**src/sv/nta_pkg.sv**
```systemverilog
// nearest track association package: sizes, types and opcodes
// no dependencies
`default_nettype none
package nta_pkg;
	localparam int MaxTracks = 32;
	localparam int CoordBits = 12;
	localparam int DiagBits = 17;
	localparam int IdxBits = $clog2(MaxTracks);
	localparam int CntBits = $clog2(MaxTracks + 1);
	localparam int D2Bits = 2 * CoordBits + 1;
	localparam int QDepth = 2;

	typedef enum logic {
		OP_DETECT = 1'b0,
		OP_EOF = 1'b1
	} op_t;

	typedef struct packed {
		op_t op;
		logic [CoordBits-1:0] cx;
		logic [CoordBits-1:0] cy;
		logic [DiagBits-1:0] dg;
	} item_t;

	typedef enum logic [2:0] {
		ST_IDLE,
		ST_SCAN,
		ST_DRAIN,
		ST_TEST,
		ST_COMMIT
	} state_t;
endpackage
`default_nettype wire

```
**src/sv/nta_front.sv**
```systemverilog
// front part: accepts input beats and queues them as items
// depends on nta_pkg
`default_nettype none
module nta_front (
	input wire logic clk,
	input wire logic arst_n,
	input wire logic in_valid,
	output logic in_stall,
	input wire logic opcode,
	input wire logic [nta_pkg::CoordBits-1:0] center_x,
	input wire logic [nta_pkg::CoordBits-1:0] center_y,
	input wire logic [nta_pkg::DiagBits-1:0] diag_size,
	output logic q_valid,
	output nta_pkg::item_t q_item,
	input wire logic q_pop
);
	import nta_pkg::*;

	item_t buf_q [QDepth];
	logic rd_q, wr_q;
	logic [1:0] cnt_q;
	logic push;

	assign in_stall = (cnt_q == 2'(QDepth));
	assign push = in_valid && !in_stall;
	assign q_valid = (cnt_q != 2'd0);
	assign q_item = buf_q[rd_q];

	// queue storage
	always_ff @(posedge clk) begin
		if (push) begin
			buf_q[wr_q] <= '{op: op_t'(opcode), cx: center_x, cy: center_y, dg: diag_size};
		end
	end

	// queue pointers
	always_ff @(posedge clk or negedge arst_n) begin
		if (!arst_n) begin
			rd_q <= 1'b0;
			wr_q <= 1'b0;
			cnt_q <= '0;
		end else begin
			if (push) wr_q <= ~wr_q;
			if (q_pop) rd_q <= ~rd_q;
			cnt_q <= cnt_q + 2'(push) - 2'(q_pop);
		end
	end
endmodule
`default_nettype wire

```
**src/sv/nta_back.sv**
```systemverilog
// back part: nearest entry scan, match test and table update
// depends on nta_pkg
`default_nettype none
module nta_back (
	input wire logic clk,
	input wire logic arst_n,
	input wire logic q_valid,
	input wire nta_pkg::item_t q_item,
	output logic q_pop,
	output logic out_valid,
	input wire logic out_stall,
	output logic [nta_pkg::IdxBits-1:0] track_index,
	output logic is_new,
	output logic overflow,
	output logic [nta_pkg::CntBits-1:0] active_count
);
	import nta_pkg::*;

	logic [CoordBits-1:0] mem_x [MaxTracks];
	logic [CoordBits-1:0] mem_y [MaxTracks];
	logic [MaxTracks-1:0] trk_q, mat_q;
	logic [CntBits-1:0] ent_q;
	logic first_q;

	state_t st_q, st_d;
	item_t it_q;
	logic [CntBits-1:0] scan_q;
	logic [CoordBits-1:0] rx_s1, ry_s1;
	logic v_s1;
	logic [IdxBits-1:0] idx_s1;
	logic [D2Bits-1:0] best_q;
	logic [IdxBits-1:0] bidx_q;
	logic found_q;
	logic [2*DiagBits-1:0] dsq_q;

	logic [CoordBits-1:0] dx, dy;
	logic [D2Bits-1:0] d2;
	logic hit;
	logic can_load;
	logic out_free;

	assign out_free = !out_valid || !out_stall;
	assign can_load = (st_q == ST_IDLE) && q_valid && out_free;
	assign q_pop = can_load;

	// distance of the entry read last cycle
	assign dx = (it_q.cx >= rx_s1) ? it_q.cx - rx_s1 : rx_s1 - it_q.cx;
	assign dy = (it_q.cy >= ry_s1) ? it_q.cy - ry_s1 : ry_s1 - it_q.cy;
	assign d2 = D2Bits'(dx * dx) + D2Bits'(dy * dy);
	assign hit = found_q && ((2*DiagBits+2)'({best_q, 6'd0}) < (2*DiagBits+2)'(dsq_q));

	// sequencer next state
	always_comb begin
		st_d = st_q;
		case (st_q)
			ST_IDLE: if (can_load) begin
				if (q_item.op == OP_EOF) st_d = ST_COMMIT;
				else st_d = ST_SCAN;
			end
			ST_SCAN: if (first_q || scan_q >= ent_q) st_d = ST_DRAIN;
			ST_DRAIN: st_d = ST_TEST;
			ST_TEST: st_d = ST_COMMIT;
			ST_COMMIT: st_d = ST_IDLE;
			default: st_d = ST_IDLE;
		endcase
	end

	// coordinate memories, one read port each
	always_ff @(posedge clk) begin
		rx_s1 <= mem_x[scan_q[IdxBits-1:0]];
		ry_s1 <= mem_y[scan_q[IdxBits-1:0]];
		if (st_q == ST_COMMIT && it_q.op == OP_DETECT && (hit || ent_q < CntBits'(MaxTracks)))
		begin
			mem_x[hit ? bidx_q : ent_q[IdxBits-1:0]] <= it_q.cx;
			mem_y[hit ? bidx_q : ent_q[IdxBits-1:0]] <= it_q.cy;
		end
	end

	// item register and diagonal square
	always_ff @(posedge clk) begin
		if (can_load) it_q <= q_item;
		if (st_q == ST_SCAN) dsq_q <= it_q.dg * it_q.dg;
		idx_s1 <= scan_q[IdxBits-1:0];
	end

	// control state
	always_ff @(posedge clk or negedge arst_n) begin
		if (!arst_n) begin
			st_q <= ST_IDLE;
			trk_q <= '0;
			mat_q <= '0;
			ent_q <= '0;
			first_q <= 1'b1;
			scan_q <= '0;
			v_s1 <= 1'b0;
			found_q <= 1'b0;
			best_q <= '0;
			bidx_q <= '0;
			out_valid <= 1'b0;
			track_index <= '0;
			is_new <= 1'b0;
			overflow <= 1'b0;
			active_count <= '0;
		end else begin
			st_q <= st_d;
			if (out_valid && !out_stall) out_valid <= 1'b0;
			if (can_load) begin
				scan_q <= '0;
				found_q <= 1'b0;
			end
			// one entry read per cycle; compare in the following cycle
			v_s1 <= (st_q == ST_SCAN) && !first_q && scan_q < ent_q
				&& trk_q[scan_q[IdxBits-1:0]];
			if (st_q == ST_SCAN && scan_q < ent_q) scan_q <= scan_q + 1'b1;
			if (v_s1 && (!found_q || d2 < best_q)) begin
				found_q <= 1'b1;
				best_q <= d2;
				bidx_q <= idx_s1;
			end
			// table update and result
			if (st_q == ST_COMMIT) begin
				out_valid <= 1'b1;
				is_new <= 1'b0;
				overflow <= 1'b0;
				track_index <= '0;
				if (it_q.op == OP_EOF) begin
					trk_q <= trk_q & mat_q;
					mat_q <= '0;
					first_q <= 1'b0;
					active_count <= CntBits'($countones(trk_q & mat_q));
				end else if (hit) begin
					trk_q[bidx_q] <= 1'b1;
					mat_q[bidx_q] <= 1'b1;
					track_index <= bidx_q;
					active_count <= CntBits'($countones(trk_q | (MaxTracks'(1) << bidx_q)));
				end else if (ent_q < CntBits'(MaxTracks)) begin
					trk_q[ent_q[IdxBits-1:0]] <= 1'b1;
					mat_q[ent_q[IdxBits-1:0]] <= 1'b1;
					ent_q <= ent_q + 1'b1;
					track_index <= ent_q[IdxBits-1:0];
					is_new <= 1'b1;
					active_count <= CntBits'($countones(trk_q
						| (MaxTracks'(1) << ent_q[IdxBits-1:0])));
				end else begin
					overflow <= 1'b1;
					active_count <= CntBits'($countones(trk_q));
				end
			end
		end
	end
endmodule
`default_nettype wire

```
**src/sv/nearest_track_association.sv**
```systemverilog
// top level of nearest track association
// depends on nta_pkg, nta_front, nta_back
`default_nettype none
// Keeps a table of up to 32 tracks and matches each detection beat to the
// nearest tracked entry by squared distance, appending a new entry while the
// table has room when no entry lies within one eighth of the detection's
// diagonal. One result beat comes out per input beat. A detection reads the
// table one entry per cycle from the coordinate memory through a single
// distance unit; an end-of-frame beat skips the search.
// A two-entry queue in front lets input beats arrive while an item is being
// searched. The result register holds a finished result under stall, and the
// next item is loaded no earlier than the cycle in which that result is taken.
module nearest_track_association (
	input wire logic clk,
	input wire logic arst_n,
	input wire logic in_valid,
	output logic in_stall,
	input wire logic opcode,
	input wire logic [nta_pkg::CoordBits-1:0] center_x,
	input wire logic [nta_pkg::CoordBits-1:0] center_y,
	input wire logic [nta_pkg::DiagBits-1:0] diag_size,
	output logic out_valid,
	input wire logic out_stall,
	output logic [nta_pkg::IdxBits-1:0] track_index,
	output logic is_new,
	output logic overflow,
	output logic [nta_pkg::CntBits-1:0] active_count
);
	import nta_pkg::*;

	logic q_valid, q_pop;
	item_t q_item;

	// input queue
	nta_front u_front (
		.clk(clk), .arst_n(arst_n), .in_valid(in_valid), .in_stall(in_stall),
		.opcode(opcode), .center_x(center_x), .center_y(center_y),
		.diag_size(diag_size), .q_valid(q_valid), .q_item(q_item), .q_pop(q_pop)
	);

	// search and update
	nta_back u_back (
		.clk(clk), .arst_n(arst_n), .q_valid(q_valid), .q_item(q_item), .q_pop(q_pop),
		.out_valid(out_valid), .out_stall(out_stall), .track_index(track_index),
		.is_new(is_new), .overflow(overflow), .active_count(active_count)
	);

	// checks
	a_new_ovf: assert property (@(posedge clk) disable iff (!arst_n)
		out_valid |-> !(is_new && overflow)) else $error("new and overflow together");
	a_ovf_idx: assert property (@(posedge clk) disable iff (!arst_n)
		(out_valid && overflow) |-> (track_index == '0)) else $error("overflow index");
	a_cnt: assert property (@(posedge clk) disable iff (!arst_n)
		out_valid |-> (active_count <= CntBits'(MaxTracks))) else $error("count range");
endmodule
`default_nettype wire

```
**config.mk**
```make
export PLATFORM = sky130hd
export DESIGN_NAME = nearest_track_association
export DESIGN_NICKNAME = d
export VERILOG_FILES = /design/src/sv/nta_pkg.sv /design/src/sv/nta_front.sv /design/src/sv/nta_back.sv /design/src/sv/nearest_track_association.sv
export SDC_FILE = /design/constraint.sdc
export NUM_CORES = 2
export LEC_CHECK = 0
export BUFFER_PORTS_ARGS = -buffer_cell sky130_fd_sc_hd__buf_2
export CAP_MARGIN = 20
export CORE_MARGIN = 3
export CORE_UTILIZATION = 40
export DETAILED_ROUTE_END_ITERATION = 16
export HOLD_SLACK_MARGIN = 0.06
export PLACE_DENSITY = 0.54
export SLEW_MARGIN = 10
export SYNTH_ARGS = -nofsm -noshare
export SYNTH_HDL_FRONTEND = slang
export SYNTH_SLANG_ARGS = --single-unit
```
**constraint.sdc**
```tcl
create_clock -name clk -period 13.1 [get_ports clk]
set_clock_uncertainty 0.15 [all_clocks]
set_input_delay 1.31 -clock clk [delete_from_list [all_inputs] [get_ports clk]]
set_output_delay 1.31 -clock clk [all_outputs]
set_load 0.1 [all_outputs]
```
=== Word-level counts from Yosys, hierarchy flattened ===
Memories as Yosys holds them, arrays and structs flattened. A register that Yosys moved wholly into a read port is not among the register bits.
Cells that the tools add are included.

* Register bits: 211
* Latch bits: 0
* Bits in writable memories: 852
* Memory bits (read-only): 0
* Bits of input ports: 46
* Output and inout bits: 15
* Word-level logic and storage cells: 269
* Memories kept: 3

{| class="wikitable"
|+ Memories
! memory !! depth !! width !! rd ports !! clocked after memory_dff !! write ports !! line !! source
|-
| u_back.mem_x || 32 || 12 || 1 || 1 || 1 || nta_back.sv:19 || <nowiki>logic [CoordBits-1:0] mem_x [MaxTracks];</nowiki>
|-
| u_back.mem_y || 32 || 12 || 1 || 1 || 1 || nta_back.sv:20 || <nowiki>logic [CoordBits-1:0] mem_y [MaxTracks];</nowiki>
|-
| u_front.buf_q || 2 || 42 || 1 || 0 || 1 || nta_front.sv:19 || <nowiki>item_t buf_q [QDepth];</nowiki>
|}

* Add/subtract/negate cells: 133
* Multipliers: 3
* Divide/modulo/power cells: 0
* $lt $le $gt $ge: 12
* Equality and inequality tests: 7
* Shift operators: 2
* Multiplexer cells: 41
* Bitwise logic cells: 11
* Reductions and logical operators: 33

{| class="wikitable"
|+ Operator list
! kind !! number
|-
| adder 6 bit || 60
|-
| 2-to-1 mux 32 bit || 6
|-
| bitwise OR 32 bit || 6
|-
| adder 1 x 1 -> 2 bit || 64
|-
| left shift 1 x 5 -> 32 bit (first input constant) || 2
|-
| multiplier 12 x 12 -> 24 bit || 2
|-
| subtractor 12 bit || 4
|-
| < comparator 31 x 34 -> 1 bit || 1
|-
| multiplier 17 x 17 -> 34 bit || 1
|-
| AND 32 bit || 1
|-
| 2-to-1 mux 6 bit || 5
|-
| adder 24 x 24 -> 25 bit || 1
|-
| < comparator 25 bit || 1
|-
| >= comparator 12 bit || 2
|-
| 2-to-1 mux 12 bit || 2
|-
| 2-to-1 mux 5 bit || 4
|-
| < comparator 5 x 6 -> 1 bit (second input constant) || 3
|-
| 2-to-1 mux 1 bit || 17
|-
| logical AND 1 bit || 14
|-
| adder 6 x 1 -> 6 bit (second input constant) || 2
|-
| case mux 3 bit (4 select lines) || 1
|-
| demux 1 bit (select 5 bit) || 2
|-
| >= comparator 5 x 1 -> 1 bit (second input constant) || 2
|-
| 2-to-1 mux 3 bit || 3
|-
| other kinds (20) || 36
|}

=== Longest topological paths before layout ===
* Depth in word-level cells: 10
* Depth in mapped cells: 46

=== Cells and area by module ===
A second synthesis with hierarchy kept.

* Cells, all modules: 4691
* Area, all modules: 64795.9 µm²

{| class="wikitable"
|+ By module, submodules not included
! module !! times used !! cells each !! area an instance (µm²) !! seq. area each (µm²)
|-
| nta_back || 1 || 4543 || 61368.9 || 29049.1
|-
| nta_front || 1 || 148 || 3427.0 || 2622.5
|}

=== Least setup slack after synthesis ===
OpenSTA, ideal clock, no wires.

* Kind: register -> register
* From: register u_back.it_q[17] in the netlist's numbering
* To: register u_back.best_q[20]
* Arrival time: 9.952 ns
* Required time: 12.825 ns
* Path slack: 2.873 ns
* Cell stages (with the launch flop): 46
* Period minus slack after synthesis: 10.227 ns
* Cell sequence: edfxtp_1 > inv_1 > ha_1 > fa_1 > nor2b_1 > o21ai_1 > nand4_1 > a31oi_4 > or2_1 > buf_6 > mux2_4 > and4_4 > or2_1 > buf_6 > inv_4 > nand2_1 > fa_1 > inv_1 > (+10 left out) > ha_1 > o21a_1 > o31a_1 > o41a_1 > o21ai_0 > o21ai_1 > a31oi_1 > o21ai_1 > xor2_1 > ha_1 > nand4_1 > nor2_1 > o2111ai_1 > a21oi_1 > a31oi_1 > nand3_1 > buf_1 > mux2_2

* Cells in the longest elaborated chain, start to end: 7
* Elaborated cells between the ends (all ways): 9

{| class="wikitable"
|+ Ends and longest elaborated chain
! element !! line !! source
|-
| from (decl) || nta_back.sv:26 || <nowiki>item_t it_q;</nowiki>
|-
| from (signal assigned) || nta_back.sv:81 || <nowiki>if (can_load) it_q <= q_item;</nowiki>
|-
| subtractor 12 bit / >= comparator 12 bit (equally long branches) || nta_back.sv:48 || <nowiki>assign dy = (it_q.cy >= ry_s1) ? it_q.cy - ry_s1 : ry_s1 - it_q.cy;</nowiki>
|-
| 2-to-1 mux 12 bit * || nta_back.sv:48 ||
|-
| multiplier 12 x 12 -> 24 bit * || nta_back.sv:49 || <nowiki>assign d2 = D2Bits'(dx * dx) + D2Bits'(dy * dy);</nowiki>
|-
| adder 24 x 24 -> 25 bit * || nta_back.sv:49 ||
|-
| named net u_back.d2[22] || nta_back.sv:37 || <nowiki>logic [D2Bits-1:0] d2;</nowiki>
|-
| < comparator 25 bit * || nta_back.sv:115 || <nowiki>if (v_s1 && (!found_q || d2 < best_q)) begin</nowiki>
|-
| logical OR 1 bit * || nta_back.sv:115 ||
|-
| logical AND 1 bit * || nta_back.sv:115 ||
|-
| to (signal assigned) || nta_back.sv:97 || <nowiki>best_q <= '0;</nowiki>
|-
| to (signal assigned) || nta_back.sv:117 || <nowiki>best_q <= d2;</nowiki>
|-
| to (decl) || nta_back.sv:31 || <nowiki>logic [D2Bits-1:0] best_q;</nowiki>
|}

The timed path passes the listed nets; every way through them passes the cells marked *.
A chain may end at the register's enable or synchronous reset.

=== Worst setup path in the final report ===
* From: register u_back.it_q[34] in the netlist's numbering
* To: register u_back.bidx_q[2]

* Cells in the longest elaborated chain, start to end: 7
* Elaborated cells between the ends (all ways): 9

{| class="wikitable"
|+ Ends and longest elaborated chain
! element !! line !! source
|-
| subtractor 12 bit / >= comparator 12 bit (equally long branches) || nta_back.sv:47 || <nowiki>assign dx = (it_q.cx >= rx_s1) ? it_q.cx - rx_s1 : rx_s1 - it_q.cx;</nowiki>
|-
| 2-to-1 mux 12 bit * || nta_back.sv:47 ||
|-
| multiplier 12 x 12 -> 24 bit * || nta_back.sv:49 ||
|-
| adder 24 x 24 -> 25 bit * || nta_back.sv:49 ||
|-
| named net u_back.d2[21] || nta_back.sv:37 ||
|-
| < comparator 25 bit * || nta_back.sv:115 ||
|-
| logical OR 1 bit * || nta_back.sv:115 ||
|-
| logical AND 1 bit * || nta_back.sv:115 ||
|-
| to (signal assigned) || nta_back.sv:118 || <nowiki>bidx_q <= idx_s1;</nowiki>
|-
| to (decl) || nta_back.sv:32 || <nowiki>logic [IdxBits-1:0] bidx_q;</nowiki>
|}

Marks and branches as above.

==> reports/metrics.yaml <==
drive_above_1_share_pct: 16.0
grtUsageTotal_pct: 19.2
async_flop_share_pct: 12.0
synth-edff-count: 927
postCtsHoldBufs: 0
fin_setup_tns_ns: 0
synth-compound-area-share_pct: 4.99
synth-xor-area-share_pct: 1.54
cts_buffer_depth: 3
finalSetupViolCount: 0
max_cap_violations: 0
critPathMaxFanout: 34
firstDrtPassIters: 5
finalHoldViolations: 0
grt_antenna_before_repair: 3
max_stage_delay_ns: 0.81
drt_iter0_markers: 2601
die_area_um2: 169000
worst_path_dominant_cell_family: "adder cells"
grt_pass1_vias: 39200
tritoncts_num_sinks: 1086
met2_length_um: 77300
drc: 0
grt_pass1_wl_um: 244000
fin_nets: 5764
syn_nets: 5652
slowest_stage: "edfxtp_1"
synth_cells: 4687
postSynthAreaPerCell_um2: 14.0
wl_met3_um: 8980
num_rows: 147
core-area_um2: 162000
seq_area_frac_synth_pct: 48.4
synthSimpleGateAreaFrac_pct: 5.58
grt_max_degree: 104
cts-root-buf: "clkbuf_16"
crit_buf_inv: 7
ys.warnings.count: 0
ant_nets: 0
vias: 37100
post-cts-setup-buffers: 0
grt_remaining_overflow: 0
synth_top_family_by_area: "adder cells"
ys.flop_type: "edfxtp_1"
final_cell_mix: "edfxtp_1 (927), inv_1 (798), fa_1 (500)"
cts_made_buffers: 115
post_cts_resized: 0
htree_levels: 3
holdWs_ns: 0.291
worstPathArrival_ns: 11.92
final_area_um2: 72800
wl_um: 159000
hp-class: "reg -> reg"
placed_cell_area_um2: 68900
highest_layer: "met4"
cts.clk_slew.worst_paths_ns: 0.06
layout_commonest_cell: "edfxtp_1"
areaGrowthSynthToFinish_pct: 11.2
path_common_cell: "fa_1"
wl_per_cell_um: 22.6
cts_tree: "yes"
ys_types: 85
status: "completed"
gp_congestion: 0.871
slew_headroom_pct: 30.4
vias_per_cell: 5.26
synthAdderAreaFrac_pct: 23.3
critPathRequiredTime_ns: 13.52
syn_area_um2: 65500
ys_ff_latch: 1086
end_kind: "register"
start_util_pct: 40.5
drt-met1-wl_um: 69700
critPathKind: "reg -> reg"
drv_slew: 0
dpl.hpwl_um: 105000
start_kind: "register"
period_share_pct: 87.8
die_w_um: 411
ioPinCount: 61
muxShareOfSynthArea_pct: 10.6
grt_setup_unrepaired: "no"
io_buffers: 60
worst_pin_slew_ns: 1.04
max_freq_mhz: 87.0
clock_latency_ns: 0.75
dieHeight_um: 411
period_minus_slack_ns: 11.50
-- flip-flops by register name, summed over array words and instances, names as in the netlist, 2 cells and up --
register	count
u_back.active_count	6
u_back.best_q	25
u_back.bidx_q	5
u_back.dsq_q	33
u_back.ent_q	6
u_back.idx_s1	5
u_back.it_q	42
u_back.mat_q	32
u_back.mem_x	384
u_back.mem_y	384
u_back.rx_s1	12
u_back.ry_s1	12
u_back.scan_q	6
u_back.st_q	3
u_back.track_index	5
u_back.trk_q	32
u_front.buf_q	84
u_front.cnt_q	2
-- through the flow --
step                      utilization [%]  instances  setup slack, ns
after floorplan                         -       4687             2.87
after global placement               42.6       6840             1.94
after detailed placement             42.6       6840             1.66
after CTS                            45.0       7056             1.61
after global routing                 45.0       7058            0.824
final                                45.0       7059             1.60
-- per-layer routing --
layer	vias up	global-route usage, %
met1	19500	26.8
met4	0	5.05
met2	927	31.6
li1	16500	-
met3	203	2.95
met5	-	0
-- final cells by class --
type	count	area, um^2
well taps	2160	2700
diodes	1	2.50
inverters	806	3030
fillers	14600	88900
multi-input cells	2634	30400
repair buffers	156	1070
clock buffers	166	3290
clock inverters	50	607
flip-flops and latches	1086	31700
-- logic make-up after synthesis --
group                      Yosys count
AOI/OAI and AO/OA                  494
and+or+nand+nor                    743
DFF                               1086
xor gates and xnor gates           110
buffers and inverters              967
muxes                              368
adders and majority gates          919
-- final timing paths --
check / startpoint / to / slack (ns) / depth (start not counted)
setup / recovery: u_back.it_q[34] / u_back.bidx_q[2] / 1.60 / 41
hold / removal: u_back.idx_s1[0] / u_back.bidx_q[0] / 0.29 / 1
setup reg to reg: u_back.it_q[34] / u_back.bidx_q[2] / 1.60 / 41
hold reg to reg: u_back.idx_s1[0] / u_back.bidx_q[0] / 0.29 / 1
max in group asynchronous: arst_n / u_back.scan_q[2] / 10.92 / 2
min in group asynchronous: arst_n / u_back.mat_q[6] / 0.44 / 1
-- cell usage after synthesis, types with 24 or more instances --
| cell | n | area [um^2] |
|---|---|---|
| edfxtp_1 | 927 | 27800 |
| inv_1 | 799 | 3000 |
| fa_1 | 500 | 10000 |
| ha_1 | 419 | 5240 |
| mux4_2 | 250 | 5630 |
| nor2_1 | 197 | 739 |
| nand2_1 | 175 | 657 |
| dfrtp_1 | 129 | 3230 |
| a21oi_1 | 109 | 546 |
| clkbuf_1 | 102 | 383 |
| and2_1 | 100 | 626 |
| mux2_2 | 98 | 1100 |
| o21ai_0 | 95 | 475 |
| a21o_1 | 77 | 578 |
| xnor2_1 | 77 | 674 |
| nand2b_1 | 73 | 457 |
| nand3_1 | 60 | 300 |
| o21a_1 | 49 | 368 |
| o31ai_1 | 35 | 263 |
| o21bai_1 | 32 | 240 |
| buf_1 | 30 | 113 |
| dfxtp_1 | 29 | 581 |
| xor2_1 | 27 | 236 |
| nor3_1 | 25 | 125 |
| buf_2 | 24 | 120 |
Power is not shown: default switching activity piles up to over one toggle a cycle in this logic, so the estimate is an artifact.
